$ cat src/hw/rtl/idm_pkg.sv
// Types and constants for the interlock debounce and downtime meter
`default_nettype none

package idm_pkg;

   // Command codes
   localparam logic [1:0] CMD_TICK  = 2'd0;
   localparam logic [1:0] CMD_START = 2'd1;
   localparam logic [1:0] CMD_END   = 2'd2;

   localparam logic [31:0] COUNT_MAX  = 32'hFFFF_FFFF;
   localparam logic [15:0] HOLD_RESET = 16'd500;

   typedef struct packed {
      logic [1:0] command;
      logic       power_sense;
      logic       interlock_level;
   } req_type;

   typedef struct packed {
      logic        power_down;
      logic [31:0] max_down_ms;
      logic        measuring_active;
      logic        interval_open;
   } rsp_type;

   // Post-update view of the meter state
   typedef struct packed {
      logic        measuring;
      logic        open;
      logic [31:0] longest;
   } meter_view_type;

endpackage

`default_nettype wire

$ cat src/hw/rtl/interlock_debounce_downtime_meter.sv
// A result appears the cycle after its transaction is accepted.
// Throughput: one transaction per cycle while results are taken; the result register frees as it is taken.
// Every transaction gives exactly one result showing the state after its update.
// Reset (synchronous): power on, not down, measuring off, hold limit 500 ms.
// The hold limit may be rewritten through the csr port at any idle cycle.
`default_nettype none

module interlock_debounce_downtime_meter
   import idm_pkg::*;
(
   input  wire logic        clock,
   input  wire logic        reset,
   input  wire logic        req_valid,
   output logic             req_ready,
   input  wire req_type     req_data,
   output logic             rsp_valid,
   input  wire logic        rsp_ready,
   output rsp_type          rsp_data,
   input  wire logic        csr_wr_en,
   input  wire logic [15:0] csr_wr_data
);

   logic [15:0]    hold_ms_ff;
   logic           rsp_valid_ff, rsp_valid_in;
   rsp_type        rsp_data_ff, rsp_data_in;
   logic           take;
   logic           down_next;
   meter_view_type meter_next;

   // Accept whenever the result register is empty or being drained
   assign req_ready = !rsp_valid_ff || rsp_ready;
   assign take      = req_valid && req_ready;

   // Hold-time register
   always_ff @(posedge clock) begin
      if (reset) begin
         hold_ms_ff <= HOLD_RESET;
      end else if (csr_wr_en) begin
         hold_ms_ff <= csr_wr_data;
      end
   end

   idm_debounce u_debounce (
      .clock     (clock),
      .reset     (reset),
      .take      (take),
      .req       (req_data),
      .hold      (hold_ms_ff),
      .down_next (down_next)
   );

   idm_meter u_meter (
      .clock     (clock),
      .reset     (reset),
      .take      (take),
      .req       (req_data),
      .view_next (meter_next)
   );

   // Build the result from the post-update state
   always_comb begin
      rsp_data_in.power_down       = down_next;
      rsp_data_in.max_down_ms      = meter_next.longest;
      rsp_data_in.measuring_active = meter_next.measuring;
      rsp_data_in.interval_open    = meter_next.open;
      rsp_valid_in = take ? 1'b1 : (rsp_ready ? 1'b0 : rsp_valid_ff);
   end

   always_ff @(posedge clock) begin
      if (reset) begin
         rsp_valid_ff <= 1'b0;
      end else begin
         rsp_valid_ff <= rsp_valid_in;
      end
   end

   // Load result payload on accept
   always_ff @(posedge clock) begin
      if (take) begin
         rsp_data_ff <= rsp_data_in;
      end
   end

   assign rsp_valid = rsp_valid_ff;
   assign rsp_data  = rsp_data_ff;

endmodule

`default_nettype wire

$ cat src/hw/rtl/idm_debounce.sv
// Asymmetric power-sense debounce: fast clear, held-low declaration of down
`default_nettype none

module idm_debounce
   import idm_pkg::*;
(
   input  wire logic        clock,
   input  wire logic        reset,
   input  wire logic        take,
   input  wire req_type     req,
   input  wire logic [15:0] hold,
   output logic             down_next
);

   logic        last_on_ff, last_on_in;
   logic        down_ff, down_in;
   logic [31:0] count_ff, count_in;
   logic [31:0] count_inc;

   // Update debounce state on accepted ticks
   always_comb begin
      last_on_in = last_on_ff;
      down_in    = down_ff;
      count_in   = count_ff;
      count_inc  = (count_ff == COUNT_MAX) ? count_ff : count_ff + 32'd1;
      if (take && (req.command == CMD_TICK)) begin
         if (req.power_sense) begin
            last_on_in = 1'b1;
            down_in    = 1'b0;
         end else if (last_on_ff) begin
            last_on_in = 1'b0;
            count_in   = '0;
         end else begin
            count_in = count_inc;
            if (count_inc > {16'd0, hold}) begin
               down_in = 1'b1;
            end
         end
      end
   end

   always_ff @(posedge clock) begin
      if (reset) begin
         last_on_ff <= 1'b1;
         down_ff    <= 1'b0;
         count_ff   <= '0;
      end else begin
         last_on_ff <= last_on_in;
         down_ff    <= down_in;
         count_ff   <= count_in;
      end
   end

   assign down_next = down_in;

endmodule

`default_nettype wire

$ cat src/hw/rtl/idm_meter.sv
// Interlock-low interval meter keeping the longest interval
`default_nettype none

module idm_meter
   import idm_pkg::*;
(
   input  wire logic    clock,
   input  wire logic    reset,
   input  wire logic    take,
   input  wire req_type req,
   output meter_view_type view_next
);

   logic        enable_ff, enable_in;
   logic        closed_ff, closed_in;
   logic [31:0] count_ff, count_in;
   logic [31:0] longest_ff, longest_in;
   logic [31:0] count_inc;

   // Advance the meter on accepted transactions
   always_comb begin
      enable_in  = enable_ff;
      closed_in  = closed_ff;
      count_in   = count_ff;
      longest_in = longest_ff;
      count_inc  = (count_ff == COUNT_MAX) ? count_ff : count_ff + 32'd1;
      if (take) begin
         case (req.command)
            CMD_TICK: begin
               if (enable_ff) begin
                  if (closed_ff && !req.interlock_level) begin
                     count_in  = '0;
                     closed_in = 1'b0;
                  end else if (!closed_ff) begin
                     count_in = count_inc;
                     if (req.interlock_level) begin
                        closed_in = 1'b1;
                        if (count_inc > longest_ff) begin
                           longest_in = count_inc;
                        end
                     end
                  end
               end
            end
            CMD_START: begin
               longest_in = '0;
               enable_in  = 1'b1;
            end
            CMD_END: begin
               if (!closed_ff && (count_ff > longest_ff)) begin
                  longest_in = count_ff;
               end
               closed_in = 1'b1;
               enable_in = 1'b0;
            end
            default: begin
               // unused code: hold state
            end
         endcase
      end
   end

   always_ff @(posedge clock) begin
      if (reset) begin
         enable_ff  <= 1'b0;
         closed_ff  <= 1'b1;
         count_ff   <= '0;
         longest_ff <= '0;
      end else begin
         enable_ff  <= enable_in;
         closed_ff  <= closed_in;
         count_ff   <= count_in;
         longest_ff <= longest_in;
      end
   end

   assign view_next.measuring = enable_in;
   assign view_next.open      = !closed_in;
   assign view_next.longest   = longest_in;

endmodule

`default_nettype wire

$ cat config.mk
export PLATFORM = sky130hd
export DESIGN_NAME = interlock_debounce_downtime_meter
export DESIGN_NICKNAME = d
export VERILOG_FILES = /design/src/hw/rtl/idm_pkg.sv /design/src/hw/rtl/interlock_debounce_downtime_meter.sv /design/src/hw/rtl/idm_debounce.sv /design/src/hw/rtl/idm_meter.sv
export SDC_FILE = /design/constraint.sdc
export NUM_CORES = 1
export LEC_CHECK = 0
export ABC_AREA = 1
export BUFFER_PORTS_ARGS = -buffer_cell sky130_fd_sc_hd__buf_2
export CAP_MARGIN = 30
export CORE_ASPECT_RATIO = 1.1
export CORE_MARGIN = 2
export CORE_UTILIZATION = 40
export DETAILED_ROUTE_END_ITERATION = 16
export GPL_ROUTABILITY_DRIVEN = 0
export PLACE_DENSITY = 0.57
export SYNTH_ARGS = -nofsm -noshare
export SYNTH_HDL_FRONTEND = slang
export SYNTH_HIERARCHICAL = 1
export SYNTH_SLANG_ARGS = --single-unit
$ cat constraint.sdc
create_clock -name clock -period 8.5 [get_ports clock]
set_clock_uncertainty 0.05 [all_clocks]
set_input_delay 0.425 -clock clock [delete_from_list [all_inputs] [get_ports clock]]
set_output_delay 0.425 -clock clock [all_outputs]
set_load 0.05 [all_outputs]
==> out/metrics.cfg <==
[outcome]
status = completed

[place]
portBuffers = 61
dp_hpwl_um = 22700
placed_cells = 2111

[critical_path]
end_kind = register
cpMostUsedCell = nand2_1
critPathMaxStageDelay_ps = 670
startpoint_type = register
critPathArrivalTime_ps = 5480
crit_fanout = 34
required_ps = 8760
cp_slowest_cell = nand3_1
crit_type = register to register

[layout]
diodes = 0
drive_above_1_share_pct = 10.3
area_delta_synth_final_pct = 9.69
fin_nets = 1878
stdcell_count = 2143

[synthesis]
yosysTopAreaCell = dfxtp_1
synth_top_area_share_pct = 20.8
syn_area_per_cell_um2 = 6.45
ys_seq_area_share_pct = 30.1
netlist_top_cells_area = dfxtp_1 (21%), nand2_1 (18%), ha_1 (9.6%)
yosys.cell_count.top_type = nand2_1
synthesis.nets = 1857
async_flop_share_pct = 0
synth_flop_cell = dfxtp_1
yosys-top-cells-count = nand2_1 (529), nor2_1 (222), inv_1 (219), nand3_1 (164), dfxtp_1 (117)
postSynthCellCount = 1746
yosysWarnings = 6
syn_area_um2 = 11300
synth_edf_count = 35
ys_types = 42
ys_seq_elements = 152

[run]
drv_cap = 0

[cts]
cts_buffers = 17
cts_resized = 0
clock_latency_ps = 450
path_clk_slew_ps = 70
htree_levels = 4
clk_path_buf_depth = 2
cts_root_buf = clkbuf_16
cts_num_sinks = 152
cts_setup_buffers = 0
cts_hold_buffers = 0
cts_tree = built

[grt]
track_usage_pct = 21.9
grt_max_degree = 66
grt_overflow = 0
grt_pass1_vias = 10400
antenna_found_initial = 0
grt_pass1_wl_um = 52000

[timing]
fin_crit_ps = 5210
tns_ps = 0
worst_pin_slew_ps = 964
max_freq_ghz = 0.192
drv_slew = 0
fin_crit_sh_pct = 61.3
slew_headroom_pct = 35.5
final-setup-viol-count = 0
hold_viol = 0
rsz0062_at_grt = no

[drt]
via_per_inst = 5.00
via_count = 10700
wl_per_cell_um = 14.6
first_iter_violations = 617
routed_wirelength_um = 31300
dr.pass1.iters = 5
antenna_left = 0
route.detailed.drc = 0

[die]
dieArea_um2 = 29500
start_util_pct = 40.5
core_area_um2 = 27800
core.rowCount = 64
chipHeight_um = 180
ioPinCount = 62
dieWidth_um = 164

[power_and_ir_drop]
ir_worst_vdd_uv = 104
powerDensity_nw_per_um2 = 146
p_leak_nw = 5.97

[min_path]
hp-class = input pin to register

[cells by family (layout without fill, tap and decap cells)]
kind of cell    Yosys count  in the layout  share of synthesized area [%]
compound gates          156            156                           7.41
xor+xnor                 26             26                           2.02
fa+ha+maj                86             86                           9.56
buf+inv                 303            337                           11.2
flops                   152            152                           30.1
simple gates           1023           1023                           39.6
[worst max-delay path, delay by kind of cell (launching register included)]
kind                       cells  cell delay, ps
buffers and inverters          5            1080
and+or+nand+nor               21            2840
adders and majority gates      2             610
DFF                            1             460
[routing by layer]
metal,global-route usage [%],routed length [um],up-vias
li1,-,-,5586
met1,25.3,13200,4875
met2,40.4,16300,213
met3,3.00,1050,49
met4,8.35,824,0
met5,0,0,-
[stage by stage]
step	util [%]	instance area, um2	hold WS [ps]	power, W	worst slack (ps)
finish	44.4	12300	131	0.00181	3290
global route	44.4	12300	126	0.00190	2810
CTS	44.4	12300	109	0.00183	3330
detailed placement	42.3	11800	392	0.00106	3360
global placement	42.3	11700	392	0.00106	3500
floorplan	-	11300	379	0.00100	4660
[final timing paths]
kind | from | to | slack [ps] | depth (start not counted)
setup / recovery | u_meter/count_ff[0] | rsp_data[15] | 3290 | 28
hold / removal | csr_wr_data[6] | hold_ms_ff[6] | 130 | 3
setup reg to reg | u_meter/count_ff[0] | rsp_data[15] | 3290 | 28
hold reg to reg | hold_ms_ff[5] | hold_ms_ff[5] | 410 | 2
[sequential cells by signal (all words and copies together), names as in the netlist, 16 cells and up]
name / flops
rsp_data: 35
u_debounce/count_ff: 32
u_meter/count_ff: 32
u_meter/longest_ff: 32
hold_ms_ff: 16
[power breakdown]
part / switching (W) / internal [W]
Combinational: 0.000189 / 0.0000690
Clock: 0.000338 / 0.000424
Sequential: 0.0000133 / 0.000775
[layout make-up]
class | instances | area (um2)
clock buffers | 20 | 489
clock inverters | 12 | 100
fillers | 2940 | 15400
inverters | 233 | 875
multi-input cells | 1291 | 6640
flip-flops and latches | 152 | 3390
well taps | 363 | 454
repair buffers | 72 | 398
[layout by cell type (no fill, tap or decap), types with 11 or more instances in the layout]
cell / Yosys / final
nand4_1: 36 / 36
nand3_1: 164 / 164
nor2_1: 222 / 219
buf_2: 20 / 60
edfxtp_1: 35 / 35
a21oi_1: 115 / 114
nor2_2: 11 / 12
xor2_1: 16 / 16
inv_1: 219 / 219
ha_1: 86 / 86
clkbuf_16: 0 / 19
buf_4: 7 / 11
dfxtp_1: 117 / 117
o21ai_0: 24 / 24
nand2_2: 19 / 19
inv_2: 14 / 14
nand2_1: 529 / 529
(Power assumes the default switching activity.)
